**config.mk**
```make
export PLATFORM = sky130hd
export DESIGN_NAME = touch_point_frame_decoder
export DESIGN_NICKNAME = d
export VERILOG_FILES = /design/src/design/tpfd_pkg.sv /design/src/design/touch_point_frame_decoder.sv /design/src/design/tpfd_ctrl.sv /design/src/design/tpfd_datapath.sv
export SDC_FILE = /design/constraint.sdc
export NUM_CORES = 1
export LEC_CHECK = 0
export BUFFER_PORTS_ARGS = -buffer_cell sky130_fd_sc_hd__buf_2
export CAP_MARGIN = 30
export CORE_ASPECT_RATIO = 1.1
export CORE_MARGIN = 2
export CORE_UTILIZATION = 30
export DETAILED_ROUTE_END_ITERATION = 7
export GPL_TIMING_DRIVEN = 0
export PLACE_DENSITY = 0.51
export SYNTH_ARGS = -nofsm -noshare
export SYNTH_HDL_FRONTEND = slang
export SYNTH_SLANG_ARGS = --single-unit
export TNS_END_PERCENT = 100
```
**constraint.sdc**
```tcl
create_clock -name clk -period 3.5 [get_ports clk]
set_input_delay 0.7 -clock clk [delete_from_list [all_inputs] [get_ports clk]]
set_output_delay 0.7 -clock clk [all_outputs]
set_load 0.05 [all_outputs]
```
**src/design/tpfd_pkg.sv**
```systemverilog
// ----------------------------------------------------------------------------
// tpfd_pkg
// Shared types and constants for the touch point frame decoder.
// ----------------------------------------------------------------------------
package tpfd_pkg;

    localparam int DefFingers = 5;

    localparam int CfgIdxW  = 2;
    localparam int CfgDataW = 13;
    localparam int CoordW   = 12;
    localparam int IdW      = 5;
    localparam int SlotW    = 3;
    localparam int KindW    = 2;

    localparam logic [CfgIdxW-1:0] REG_PANEL_WIDTH  = 2'd0;
    localparam logic [CfgIdxW-1:0] REG_PANEL_HEIGHT = 2'd1;

    localparam logic [CfgDataW-1:0] PANEL_WIDTH_RST  = 13'd1200;
    localparam logic [CfgDataW-1:0] PANEL_HEIGHT_RST = 13'd1920;

    localparam logic [KindW-1:0] KIND_CONTACT = 2'd0;
    localparam logic [KindW-1:0] KIND_RELEASE = 2'd1;
    localparam logic [KindW-1:0] KIND_SYNC    = 2'd2;

    localparam logic [2:0] STATUS_DOWN_A = 3'd1;
    localparam logic [2:0] STATUS_DOWN_B = 3'd2;

    // commands from the sequencer to the datapath
    typedef struct packed {
        logic load_rec;
        logic emit_contact;
        logic emit_release;
        logic emit_sync;
        logic clr_idx;
        logic inc_idx;
    } tpfd_cmd_t;

    // status from the datapath to the sequencer
    typedef struct packed {
        logic rec_valid;
        logic rec_end;
        logic rel_hit;
        logic idx_last;
        logic out_free;
    } tpfd_sts_t;

endpackage

```
**src/design/touch_point_frame_decoder.sv**
```systemverilog
// ----------------------------------------------------------------------------
// touch_point_frame_decoder
// Multitouch slot tracker: finger records in, contact/release/sync beats out.
// ----------------------------------------------------------------------------
// One input beat is one finger record. The record is registered when taken
// and checked in the EVAL state (id in 1..FINGERS, status 1 or 2, x and y
// inside the panel limits). A good record yields a contact beat for slot
// id-1. A record with tlast set then runs the release scan, one slot per
// cycle unless a release beat waits for the result register, and ends with
// a sync beat. While m_tready low holds the result register, the contact,
// release and sync beats wait. The result register decouples the two sides,
// so a new record is taken while the last beat is still waiting. m_tlast
// marks the final beat caused by a record; rejected records without tlast
// make no beat at all. The user must write the panel limits over the cfg
// channel only while the block is idle; the block does not enforce this.
// Indexes other than 0 and 1 are ignored.
// ----------------------------------------------------------------------------
module touch_point_frame_decoder
    import tpfd_pkg::*;
#(
    parameter int FINGERS = DefFingers
)
(
    input  logic                clk,
    input  logic                rst_n,
    // record stream
    input  logic                s_tvalid,
    output logic                s_tready,
    input  logic [31:0]         s_tdata,   // header_byte, x_high_byte, y_high_byte, low_nibbles
    input  logic                s_tlast,   // frame_end
    // result stream
    output logic                m_tvalid,
    input  logic                m_tready,
    output logic [31:0]         m_tdata,   // slot[2:0], pos_x[14:3], pos_y[26:15], zero fill
    output logic [KindW-1:0]    m_tuser,   // report_kind
    output logic                m_tlast,   // last
    // configuration writes
    input  logic                cfg_valid,
    output logic                cfg_ready,
    input  logic [CfgIdxW-1:0]  cfg_index,
    input  logic [CfgDataW-1:0] cfg_data
);

    tpfd_cmd_t cmd;
    tpfd_sts_t sts;

    // registers are always writable
    assign cfg_ready = 1'b1;

    tpfd_ctrl u_ctrl (
        .clk      (clk),
        .rst_n    (rst_n),
        .in_valid (s_tvalid),
        .in_ready (s_tready),
        .sts      (sts),
        .cmd      (cmd)
    );

    tpfd_datapath #(
        .FINGERS (FINGERS)
    ) u_dp (
        .clk       (clk),
        .rst_n     (rst_n),
        .cfg_we    (cfg_valid),
        .cfg_index (cfg_index),
        .cfg_data  (cfg_data),
        .rec_data  (s_tdata),
        .rec_last  (s_tlast),
        .cmd       (cmd),
        .sts       (sts),
        .out_valid (m_tvalid),
        .out_ready (m_tready),
        .out_data  (m_tdata),
        .out_kind  (m_tuser),
        .out_last  (m_tlast)
    );

endmodule

```
**src/design/tpfd_ctrl.sv**
```systemverilog
// ----------------------------------------------------------------------------
// tpfd_ctrl
// Sequencer: record evaluation, release scan and frame-end sync.
// ----------------------------------------------------------------------------
module tpfd_ctrl
    import tpfd_pkg::*;
(
    input  logic      clk,
    input  logic      rst_n,
    input  logic      in_valid,
    output logic      in_ready,
    input  tpfd_sts_t sts,
    output tpfd_cmd_t cmd
);

    localparam logic [1:0] ST_IDLE = 2'd0;
    localparam logic [1:0] ST_EVAL = 2'd1;
    localparam logic [1:0] ST_SCAN = 2'd2;
    localparam logic [1:0] ST_SYNC = 2'd3;

    logic [1:0] state_reg;
    logic [1:0] state_next;

    always_ff @(posedge clk or negedge rst_n)
    begin
        if (!rst_n)
        begin
            state_reg <= ST_IDLE;
        end
        else
        begin
            state_reg <= state_next;
        end
    end

    assign in_ready = (state_reg == ST_IDLE);

    always_comb
    begin
        state_next = state_reg;
        cmd        = '0;
        unique case (state_reg)
            ST_IDLE:
            begin
                if (in_valid)
                begin
                    cmd.load_rec = 1'b1;
                    state_next   = ST_EVAL;
                end
            end
            ST_EVAL:
            begin
                if (!sts.rec_valid || sts.out_free)
                begin
                    cmd.emit_contact = sts.rec_valid;
                    cmd.clr_idx      = 1'b1;
                    state_next       = sts.rec_end ? ST_SCAN : ST_IDLE;
                end
            end
            ST_SCAN:
            begin
                if (!sts.rel_hit || sts.out_free)
                begin
                    cmd.emit_release = sts.rel_hit;
                    if (sts.idx_last)
                    begin
                        state_next = ST_SYNC;
                    end
                    else
                    begin
                        cmd.inc_idx = 1'b1;
                    end
                end
            end
            ST_SYNC:
            begin
                if (sts.out_free)
                begin
                    cmd.emit_sync = 1'b1;
                    state_next    = ST_IDLE;
                end
            end
            default:
            begin
                state_next = ST_IDLE;
            end
        endcase
    end

endmodule

```
**src/design/tpfd_datapath.sv**
```systemverilog
// ----------------------------------------------------------------------------
// tpfd_datapath
// Record register, panel limits, slot masks, scan index and result register.
// ----------------------------------------------------------------------------
module tpfd_datapath
    import tpfd_pkg::*;
#(
    parameter int FINGERS = DefFingers
)
(
    input  logic                clk,
    input  logic                rst_n,
    // configuration
    input  logic                cfg_we,
    input  logic [CfgIdxW-1:0]  cfg_index,
    input  logic [CfgDataW-1:0] cfg_data,
    // record
    input  logic [31:0]         rec_data,
    input  logic                rec_last,
    // sequencer
    input  tpfd_cmd_t           cmd,
    output tpfd_sts_t           sts,
    // result
    output logic                out_valid,
    input  logic                out_ready,
    output logic [31:0]         out_data,
    output logic [KindW-1:0]    out_kind,
    output logic                out_last
);

    localparam int IdxW = (FINGERS > 1) ? $clog2(FINGERS) : 1;

    logic [CfgDataW-1:0] panel_w_reg;
    logic [CfgDataW-1:0] panel_h_reg;
    logic [FINGERS-1:0]  seen_reg;
    logic [FINGERS-1:0]  down_reg;
    logic [FINGERS-1:0]  seen_next;
    logic [IdxW-1:0]     idx_reg;

    logic [7:0]          hdr_reg;
    logic [CoordW-1:0]   x_reg;
    logic [CoordW-1:0]   y_reg;
    logic                end_reg;

    logic                ovalid_reg;
    logic                ovalid_next;
    logic [KindW-1:0]    okind_reg;
    logic [SlotW-1:0]    oslot_reg;
    logic [CoordW-1:0]   ox_reg;
    logic [CoordW-1:0]   oy_reg;
    logic                olast_reg;

    logic [IdW-1:0]      id;
    logic [IdW-1:0]      id_m1;
    logic [2:0]          status;
    logic [IdW-1:0]      idx_wide;
    logic                emit_any;

    assign id       = hdr_reg[7:3];
    assign id_m1    = id - IdW'(1);
    assign status   = hdr_reg[2:0];
    assign idx_wide = IdW'(idx_reg);
    assign emit_any = cmd.emit_contact | cmd.emit_release | cmd.emit_sync;

    assign sts.rec_valid = (id != '0) && (id <= IdW'(FINGERS))
                         && (status == STATUS_DOWN_A || status == STATUS_DOWN_B)
                         && ({1'b0, x_reg} < panel_w_reg)
                         && ({1'b0, y_reg} < panel_h_reg);
    assign sts.rec_end   = end_reg;
    assign sts.rel_hit   = down_reg[idx_reg] & ~seen_reg[idx_reg];
    assign sts.idx_last  = (idx_reg == IdxW'(FINGERS - 1));
    assign sts.out_free  = ~ovalid_reg | out_ready;

    always_comb
    begin
        seen_next = seen_reg;
        if (cmd.emit_contact)
        begin
            for (int i = 0; i < FINGERS; i++)
            begin
                if (id_m1 == IdW'(i))
                begin
                    seen_next[i] = 1'b1;
                end
            end
        end
        if (cmd.emit_sync)
        begin
            seen_next = '0;
        end
    end

    always_comb
    begin
        ovalid_next = ovalid_reg & ~out_ready;
        if (emit_any)
        begin
            ovalid_next = 1'b1;
        end
    end

    always_ff @(posedge clk or negedge rst_n)
    begin
        if (!rst_n)
        begin
            panel_w_reg <= PANEL_WIDTH_RST;
            panel_h_reg <= PANEL_HEIGHT_RST;
            seen_reg    <= '0;
            down_reg    <= '0;
            idx_reg     <= '0;
            ovalid_reg  <= 1'b0;
        end
        else
        begin
            if (cfg_we && cfg_index == REG_PANEL_WIDTH)
            begin
                panel_w_reg <= cfg_data;
            end
            if (cfg_we && cfg_index == REG_PANEL_HEIGHT)
            begin
                panel_h_reg <= cfg_data;
            end
            seen_reg <= seen_next;
            if (cmd.emit_sync)
            begin
                down_reg <= seen_reg;
            end
            if (cmd.clr_idx)
            begin
                idx_reg <= '0;
            end
            else if (cmd.inc_idx)
            begin
                idx_reg <= idx_reg + IdxW'(1);
            end
            ovalid_reg <= ovalid_next;
        end
    end

    // payload registers
    always_ff @(posedge clk)
    begin
        if (cmd.load_rec)
        begin
            hdr_reg <= rec_data[7:0];
            x_reg   <= {rec_data[15:8], rec_data[31:28]};
            y_reg   <= {rec_data[23:16], rec_data[27:24]};
            end_reg <= rec_last;
        end
        if (cmd.emit_contact)
        begin
            okind_reg <= KIND_CONTACT;
            oslot_reg <= id_m1[SlotW-1:0];
            ox_reg    <= x_reg;
            oy_reg    <= y_reg;
            olast_reg <= ~end_reg;
        end
        else if (cmd.emit_release)
        begin
            okind_reg <= KIND_RELEASE;
            oslot_reg <= idx_wide[SlotW-1:0];
            ox_reg    <= '0;
            oy_reg    <= '0;
            olast_reg <= 1'b0;
        end
        else if (cmd.emit_sync)
        begin
            okind_reg <= KIND_SYNC;
            oslot_reg <= '0;
            ox_reg    <= '0;
            oy_reg    <= '0;
            olast_reg <= 1'b1;
        end
    end

    assign out_valid = ovalid_reg;
    assign out_kind  = okind_reg;
    assign out_last  = olast_reg;
    assign out_data  = {5'b0, oy_reg, ox_reg, oslot_reg};

endmodule

```
==> flow_summary.ini, run 1 <==
[status]
run_status = complete, no violations

[clocking]
post_cts_buffers = 0
cts.reportedPaths.clkPinSlew_ns = 0.07
cts_tree = yes
clock-sinks = 105
cts_buffer_depth = 2
htreeDepth = 3
cts-root-buf = clkbuf_16
cts_hold_buf = 0
numCtsBuffers = 9
cts.repair.resized = 0
clock_latency_ns = 0.35

[critical_path]
crit_arrival_ns = 2.90
path_cells = inv_1 -> ha_1 -> and2_1 -> a221o_1 -> a2bb2oi_2 -> o21a_1 -> a21oi_1 -> nor2_4 -> buf_16
slowest_stage = dfstp_2
path_max_fanout = 16
rrSetupSlack_ns = 0.66
path_class = reg -> reg
cp_num_buf_inv = 2
cp.required_ns = 3.56
cpPeakStageDelay_ns = 0.51
start_kind = flip-flop
setup.worst_path.end_class = flip-flop
path_delay_family = compound AO/OA/AOI/OAI gates

[global_route]
grt_pass1_wl_um = 16000
antenna_found_initial = 0
grt.total_usage = 0.130
grt_pass1_vias = 3083
grt-ovfl-total = 0
grt_max_degree = 35

[sta]
fmax_mhz = 353
drv_slew = 0
hold_viol = 0
setup_violations = 0
relSlewSlack = 0.384
fin_crit_sh = 0.810
worst_pin_slew_ns = 0.924
rsz0062_at_grt = false
min_period_ns = 2.84
finClkSkew_ns = 0.00886

[power]
leakage_uw = 0.00246
internal_power_uw = 2590
p_per_area_nw_per_um2 = 721
switching_power_uw = 1570
ir_worst_vdd_uv = 338
comb_power_share = 0.332
p_seq_frac = 0.438
switching_share = 0.378
clockPowerShare = 0.230

[synth]
yosysMostFrequentCell = edfxtp_1
synth.area.top_cells = edfxtp_1, dfrtp_1, ha_1, dfstp_2, and2_1
ys_types = 51
synth_common_cells = edfxtp_1, nand2_1, dfrtp_1, inv_1
syn_area_um2 = 4730
ys_seq_elements = 105
syn_area_per_cell_um2 = 12.6
synth_ff_type = edfxtp_1
synth_area_leader_cell = edfxtp_1
yosysWarnings = 0
seq_area_frac_synth = 0.620
async_reset_ff_frac = 0.400
syn_inst = 375
synth_top_area_frac = 0.387
synth_edf_count = 61

[die]
rows = 48
fp.dieH_um = 136
die_x_um = 124
die-area_um2 = 16800
initial_core_util = 0.304
core_area_um2 = 15600
pin_count = 91

[place]
place_area_um2 = 5490
io_buffer_count = 84
dp_hpwl_um = 7720
finalWeightedCongestion = 0.782

[detailed_routing]
vias = 3010
drt_iter0_drc = 90
postRouteAntennaNets = 0
routedWlPerCell_um = 15.0
first_pass_iters = 4
wl_um = 10300
viasPerCell = 4.41
drc_errors = 0

[final_layout]
fillers = 1548
antenna-diode-count = 0
seq_area_um2 = 2930
drive_gt1_frac = 0.286
layout.nets = 560
postLayoutCoreUtil = 0.371
multi_input_comb_area_um2 = 1620
area_growth_pct = 21.8
finalInstanceArea_um2 = 5760

[flow_run]
max-cap-violations = 0

[hold_path]
hold_class = in -> async
kinds of logic after synthesis:
group / Yosys count / synth area share
AOI/OAI and AO/OA: 62 / 0.0888
xor gates and xnor gates: 4 / 0.00740
adders and majority gates: 30 / 0.0793
buffers and inverters: 48 / 0.0434
DFF: 105 / 0.620
muxes: 17 / 0.0399
other: 2 / 0.00159
and+or+nand+nor: 107 / 0.120
layout by cell type, fill, tap and decap left out, types with 2 or more instances in the layout:
cell type and count:
o22ai_1 3, o221ai_1 2, nor2b_1 3, dfrtp_1 34, a22o_1 4, a31oi_1 4
a21o_1 2, and3_1 2, buf_4 6, nor3_1 4, and2_1 29, o21a_1 2
a211oi_1 2, inv_1 34, o21ai_0 15, dfxtp_1 2, mux2i_1 2, clkbuf_2 2
conb_1 6, nand2b_1 4, xor2_1 2, nor2_1 11, nand3b_1 2, nand2_1 39
buf_2 85, ha_1 30, edfxtp_1 61, buf_16 2, dfstp_2 8, nor3b_1 6
xnor2_1 2, clkbuf_8 2, a21oi_1 15, clkbuf_16 9, mux2_2 15, clkbuf_1 7
stage by stage:
| step | setup TNS [ns] | setup WS, ns | hold WS, ns | instances | power (uW) |
|---|---|---|---|---|---|
| floorplan | 0 | 0.260 | 0.404 | 379 | 2810 |
| global placement | -23.87 | -0.856 | 0.449 | 663 | 3180 |
| detailed placement | 0 | 0.619 | 0.454 | 666 | 3250 |
| CTS | 0 | 0.604 | 0.338 | 682 | 4230 |
| global route | 0 | 0.478 | 0.373 | 682 | 4410 |
| finish | 0 | 0.664 | 0.335 | 682 | 4160 |
layer usage:
| metal | share of wire | routed length [um] | GRT usage |
|---|---|---|---|
| met1 | 0.45 | 4610 | 0.163 |
| met2 | 0.49 | 5030 | 0.215 |
| met3 | 0.040 | 410 | 0.0282 |
| met4 | 0.021 | 213 | 0.0587 |
| met5 | 0 | 0 | 0 |
power groups by stage:
stage | clock network, uW | logic (uW) | registers (uW)
after CTS | 996 | 1410 | 1820
after floorplan | 0 | 605 | 2200
after global routing | 1030 | 1530 | 1850
final | 957 | 1380 | 1820
after global placement | 0 | 1330 | 1850
after detailed placement | 0 | 1400 | 1850
layout make-up:
type / instances / share of cell area
timing repair buffer: 87 / 0.0834
tap: 200 / 0.0434
sequential: 105 / 0.509
buffer: 14 / 0.0135
clock buffer: 13 / 0.0451
inverter: 34 / 0.0221
clock inverter: 3 / 0.00282
multi-input combinational: 226 / 0.281
path summary, 6_finish.rpt:
path	startpoint	to	depth (start not counted)
max in group asynchronous	rst_n	u_dp.panel_h_reg[9]	2
min in group clk	u_dp.down_reg[4]	u_dp.down_reg[4]	2
max	u_dp.panel_w_reg[7]	u_dp.oy_reg[2]	9
max reg2reg	u_dp.panel_w_reg[7]	u_dp.oy_reg[2]	9
min reg2reg	u_dp.down_reg[4]	u_dp.down_reg[4]	2
min	rst_n	u_dp.panel_w_reg[6]	1
Note: power is estimated with default switching activity, not from simulation.
==> run 2: changes to the inputs <==
- ABC_AREA: default -> 1
- clock period: 3.5 -> 2.6 ns (I/O delays scaled with it)
==> run 2 against run 1 <==
Net effect:
- synthesized cell count up 32%
- die area up 2.8%
- via count is 15% higher
- register-to-register slack got worse by 0.51 ns
- clock power grew 40%
- setup slack lost 0.51 ns
- wire length grew 2.3%
- first-iteration DRC count rose by 92%
- global-route usage fell by 0.26 points
- design area up 3.8%
- maximum frequency is 16% higher
- combinational power grew 24%
- critical path type unchanged
- largest power group unchanged
- highest routed layer unchanged
==> flow_summary.ini, run 2 <==
[status]
run_status = complete, no violations

[final_layout]
fillers = 1607
antenna-diode-count = 0
area_growth_pct = 22.9
final_common_cell = nand2_1
postLayoutCoreUtil = 0.379
layout.nets = 686
layout_common_cells = nand2_1, inv_1, buf_2
drive_gt1_frac = 0.224

[sta]
worst_pin_slew_ns = 0.572
fmax_mhz = 408
whs_ns = 0.339
drv_slew = 0
hold_viol = 0
relSlewSlack = 0.617
rsz0062_at_grt = false
finClkSkew_ns = 0.00833
setup_violations = 0
fin_setup_tns_ns = 0
min_period_ns = 2.45
fin_crit_sh = 0.942

[synth]
syn_area_per_cell_um2 = 9.82
yosysWarnings = 0
ys_types = 30
synth_edf_count = 61
ys_seq_elements = 105
syn_area_um2 = 4870
synth_area_leader_cell = edfxtp_1
synth_ff_type = edfxtp_1
synth_top_area_frac = 0.376
synth.area.top_cells = edfxtp_1, dfrtp_1, ha_1, nand2_1, inv_1
synth_common_cells = nand2_1, inv_1, edfxtp_1
seq_area_frac_synth = 0.602
yosysMostFrequentCell = nand2_1
async_reset_ff_frac = 0.400
syn_inst = 496

[detailed_routing]
postRouteAntennaNets = 0
viasPerCell = 4.28
routedWlPerCell_um = 13.0
drt_iter0_drc = 173
vias = 3455
drc_errors = 0
wl_um = 10500
first_pass_iters = 6

[die]
initial_core_util = 0.308
pin_count = 91
die_x_um = 125
rows = 48
fp.dieH_um = 138
core_area_um2 = 15800
die-area_um2 = 17300

[clocking]
clock_latency_ns = 0.35
htreeDepth = 3
cts.reportedPaths.clkPinSlew_ns = 0.07
cts_tree = yes
cts_buffer_depth = 2
cts-root-buf = clkbuf_16
clock-sinks = 105
numCtsBuffers = 9

[power]
switching_share = 0.365
switching_power_uw = 1990
p_per_area_nw_per_um2 = 908
leakage_uw = 0.00288
clockPowerShare = 0.246
ir_worst_vdd_uv = 357
p_seq_frac = 0.439
comb_power_share = 0.315
internal_power_uw = 3450

[critical_path]
crit_arrival_ns = 2.51
path_max_fanout = 19
path_class = reg -> reg
ff2ff_path_depth = 12
worstReg2RegEnd = u_dp.oy_reg[7]
r2r_start = u_dp.panel_h_reg[10]
rrSetupSlack_ns = 0.15
setup.worst_path.end_class = flip-flop
start_kind = flip-flop
cp.required_ns = 2.66

[hold_path]
hold_depth = 1
min_from = s_tdata[16]
hold_class = in -> reg
holdPathEnd = u_dp.y_reg[4]

[flow_run]
max-cap-violations = 0

[global_route]
grt.total_usage = 0.128
grt-ovfl-total = 0
antenna_found_initial = 0
grt_max_degree = 43
grt_pass1_vias = 3464
grt_pass1_wl_um = 17100

[place]
io_buffer_count = 84
dp_hpwl_um = 8020
finalWeightedCongestion = 0.810
run 2: cell count changes in the layout (fill, tap and decap cells not counted), moves of 5 or more:
| cell | delta |
|---|---|
| and2_1 | -29 |
| inv_1 | +59 |
| inv_2 | +8 |
| mux2_2 | -15 |
| nand2_1 | +60 |
| nand3_1 | +21 |
| nand4_1 | +9 |
| nor2_1 | +40 |
| nor3b_1 | -6 |
| o21ai_0 | +14 |
| o21ai_1 | +5 |
run 2: how the worst max path moves through the flow:
| stage | start | endpoint | cells past startpoint |
|---|---|---|---|
| floorplan | u_dp.panel_h_reg[8] | u_dp.oslot_reg[0] | 11 |
| global placement | u_dp.panel_h_reg[10] | u_dp.oy_reg[8] | 11 |
| detailed placement | u_dp.panel_h_reg[10] | u_dp.oy_reg[8] | 12 |
| CTS | u_dp.panel_h_reg[10] | u_dp.oy_reg[8] | 12 |
| global route | u_dp.panel_h_reg[8] | u_dp.ox_reg[5] | 12 |
| finish | u_dp.panel_h_reg[10] | u_dp.oy_reg[7] | 12 |
run 2: final cells by class:
class,count,area (um2),area share
Buffer,14,86.3,0.0144
Inverter,101,379,0.0633
Sequential cell,105,2930,0.490
Clock inverter,3,41.3,0.00690
Multi-Input combinational cell,280,1510,0.253
Timing Repair Buffer,92,543,0.0907
Clock buffer,13,240,0.0401
Tap cell,200,250,0.0418
run 2: layer usage:
layer,track usage,vias to the layer above,wire [um]
met5,0,-,0
met4,0.0611,0,216
met3,0.0256,14,490
met2,0.208,72,4840
met1,0.164,1591,4950
li1,-,1778,-
run 2: kinds of logic after synthesis:
family / after synthesis / synth area share
AO/OA/AOI/OAI: 50 / 0.0527
other: 2 / 0.00154
adder cells (fa/ha/maj): 30 / 0.0771
XOR/XNOR: 4 / 0.00720
flip-flops: 105 / 0.602
buffers and inverters: 115 / 0.0956
AND/OR/NAND/NOR: 190 / 0.164
run 2: critical path, cell delays in order (launching register included):
cell      delay, ns
dfstp_2        0.53
inv_1          0.04
ha_1           0.28
nand2_1        0.07
inv_1          0.04
o21bai_1       0.17
nand3_1        0.15
nor2_4         0.22
nand3_4        0.14
nand2_1        0.14
inv_1          0.10
nand2_4        0.11
buf_16         0.17
run 2: repair_timing:
action                     CTS  global route
cloned                       0             0
setup buffers                0             3
setup endpoints to repair   28            19
pin swaps                    0             2
hold buffers                 0             1
gates resized for setup      3             0
hold endpoints to repair     0             2
run 2: stage by stage:
step / std cells / total power (uW) / worst slack (ns) / cell area, um2
final: 808 / 5440 / 0.151 / 5990
after global routing: 808 / 5780 / 0.00678 / 5990
after CTS: 803 / 5480 / 0.0243 / 5930
after detailed placement: 787 / 4120 / -0.290 / 5640
after global placement: 784 / 4000 / -0.714 / 5560
after floorplan: 500 / 3580 / 0.0444 / 4890
run 2: power groups by stage:
stage	Combinational [uW]	Clock, uW	Sequential (uW)
finish	1710	1340	2390
global route	1910	1440	2430
CTS	1710	1380	2390
detailed placement	1690	0	2420
global placement	1570	0	2430
floorplan	764	0	2820
==> run 3: changes to the inputs <==
- PLACE_DENSITY: 0.51 -> 0.49
- clock period: 2.6 -> 2.3 ns (I/O delays scaled with it)
==> run 3 against run 2 <==
Net effect:
- flip-flop and latch count unchanged
- power up 15%
- global-route usage up 0.73 points
- combinational power up 20%
- sequential power up 13%
- largest cell class unchanged
- largest power group unchanged
==> flow_summary.ini, run 3 (synthesis results as in run 2) <==
[sta]
worst_pin_slew_ns = 0.951
fin_setup_tns_ns = 0
drv_slew = 0
fmax_mhz = 444
rsz0062_at_grt = true
hold_viol = 0
finClkSkew_ns = 0.00677
fin_crit_sh = 0.980
whs_ns = 0.286
min_period_ns = 2.25
relSlewSlack = 0.364
setup_violations = 0

[die]
core_area_um2 = 15800
die-area_um2 = 17300
die_x_um = 125
fp.dieH_um = 138
pin_count = 91
rows = 48
initial_core_util = 0.308

[final_layout]
layout_common_cells = nand2_1, inv_1, buf_2
layout.nets = 699
final_common_cell = nand2_1
drive_gt1_frac = 0.275
area_growth_pct = 28.3

[power]
clockPowerShare = 0.238
leakage_uw = 0.00297
p_seq_frac = 0.433
switching_power_uw = 2340
internal_power_uw = 3920
p_per_area_nw_per_um2 = 1000
ir_worst_vdd_uv = 439
comb_power_share = 0.329
switching_share = 0.373
p_total_uw = 6260

[clocking]
clock-sinks = 105
cts_buffer_depth = 2
cts.reportedPaths.clkPinSlew_ns = 0.07
clock_latency_ns = 0.35
numCtsBuffers = 9
htreeDepth = 3
cts-root-buf = clkbuf_16
cts_tree = yes

[hold_path]
min_from = s_tdata[4]
hold_depth = 1
holdPathEnd = u_dp.hdr_reg[4]
hold_class = in -> reg

[place]
dp_hpwl_um = 8100
io_buffer_count = 84
finalWeightedCongestion = 0.778

[critical_path]
start_kind = flip-flop
r2r_start = u_dp.panel_h_reg[10]
path_class = reg -> reg
ff2ff_path_depth = 12
rrSetupSlack_ns = 0.05
worstReg2RegEnd = u_dp.oslot_reg[2]
cp.required_ns = 2.35
path_max_fanout = 7
setup.worst_path.end_class = flip-flop
crit_arrival_ns = 2.31

[detailed_routing]
routedWlPerCell_um = 13.7
viasPerCell = 4.28
drc_errors = 0
wl_um = 11300
drt_iter0_drc = 196
postRouteAntennaNets = 0
first_pass_iters = 5
vias = 3519

[flow_run]
max-cap-violations = 0

[global_route]
grt_pass1_wl_um = 17800
grt_pass1_vias = 3511
grt-ovfl-total = 0
antenna_found_initial = 1
grt_max_degree = 33
grt.total_usage = 0.135

[status]
run_status = complete, no violations
-- run 3: changes by cell type in the layout (fill, tap and decap cells not counted), moves of 3 or more --
| cell | previous run | this run |
|---|---|---|
| nand2_2 | 0 | 5 |
| nand2_1 | 99 | 93 |
| buf_2 | 87 | 84 |
| nand2_8 | 0 | 4 |
| inv_2 | 8 | 12 |
| ha_4 | 0 | 5 |
| buf_4 | 9 | 18 |
| ha_1 | 30 | 25 |
| inv_1 | 93 | 87 |
-- run 3: repair_timing --
action	in CTS	in global routing
setup endpoints to repair	33	52
hold endpoints to repair	10	0
hold buffers	1	0
cloned	3	0
pin swaps	6	15
buffers inserted	7	8
gates resized for setup	17	18
-- run 3: per-layer routing --
metal,vias to the layer above,track usage,part of all wire
met5,-,0,0
met1,1614,0.171,0.46
met3,7,0.0388,0.050
li1,1812,-,-
met4,0,0.0407,0.010
met2,86,0.226,0.48
-- run 3: critical path, stage by stage (launching register included) --
cell and delay, ns:
dfstp_2 0.54, inv_2 0.04, ha_4 0.21, nand2_2 0.06, inv_2 0.03, o21bai_1 0.14, nand3_1 0.13, nor2_4 0.16
nand3_4 0.13, nand2_4 0.11, clkinvlp_4 0.12, buf_12 0.16, nand2_8 0.11
-- run 3: worst max path at each step --
| stage | slack (ns) | cells after the start | startpoint | endpoint |
|---|---|---|---|---|
| 2_1_floorplan | 0.004 | 11 | u_dp.panel_h_reg[8] | u_dp.oslot_reg[0] |
| 3_3_place_gp | -0.90 | 3 | s_tvalid | u_dp.hdr_reg[5] |
| 3_5_place_dp | -0.62 | 11 | u_dp.panel_h_reg[10] | u_dp.oy_reg[8] |
| 4_1_cts | -0.02 | 12 | u_dp.panel_h_reg[10] | u_dp.ox_reg[9] |
| 5_1_grt | -0.08 | 13 | u_dp.panel_h_reg[10] | u_dp.oslot_reg[2] |
| 6_report | 0.05 | 12 | u_dp.panel_h_reg[10] | u_dp.oslot_reg[2] |
-- run 3: stage by stage --
step,area [um2],std cells,setup slack (ns),utilization
floorplan,4890,500,0.00385,-
CTS,6110,813,-0.0226,0.387
finish,6250,822,0.0466,0.396
global placement,5560,784,-0.901,0.352
global route,6250,822,-0.0803,0.396
detailed placement,5620,786,-0.615,0.356
-- run 3: final cells by class --
type / count / area (um2)
antenna: 1 / 2.50
buffer: 14 / 97.6
clock buffer: 12 / 236
clock inverter: 4 / 43.8
fill: 1624 / 9550
inverter: 101 / 385
multi-input combinational: 283 / 1680
sequential: 105 / 2930
tap: 200 / 250
timing repair buffer: 102 / 619
-- run 3: power groups by stage --
stage	Clock, uW	Sequential [uW]	Combinational, uW
after floorplan	0	3180	866
after global placement	0	2740	1780
after detailed placement	0	2740	1860
after CTS	1550	2710	2020
after global routing	1620	2760	2280
final	1490	2710	2060
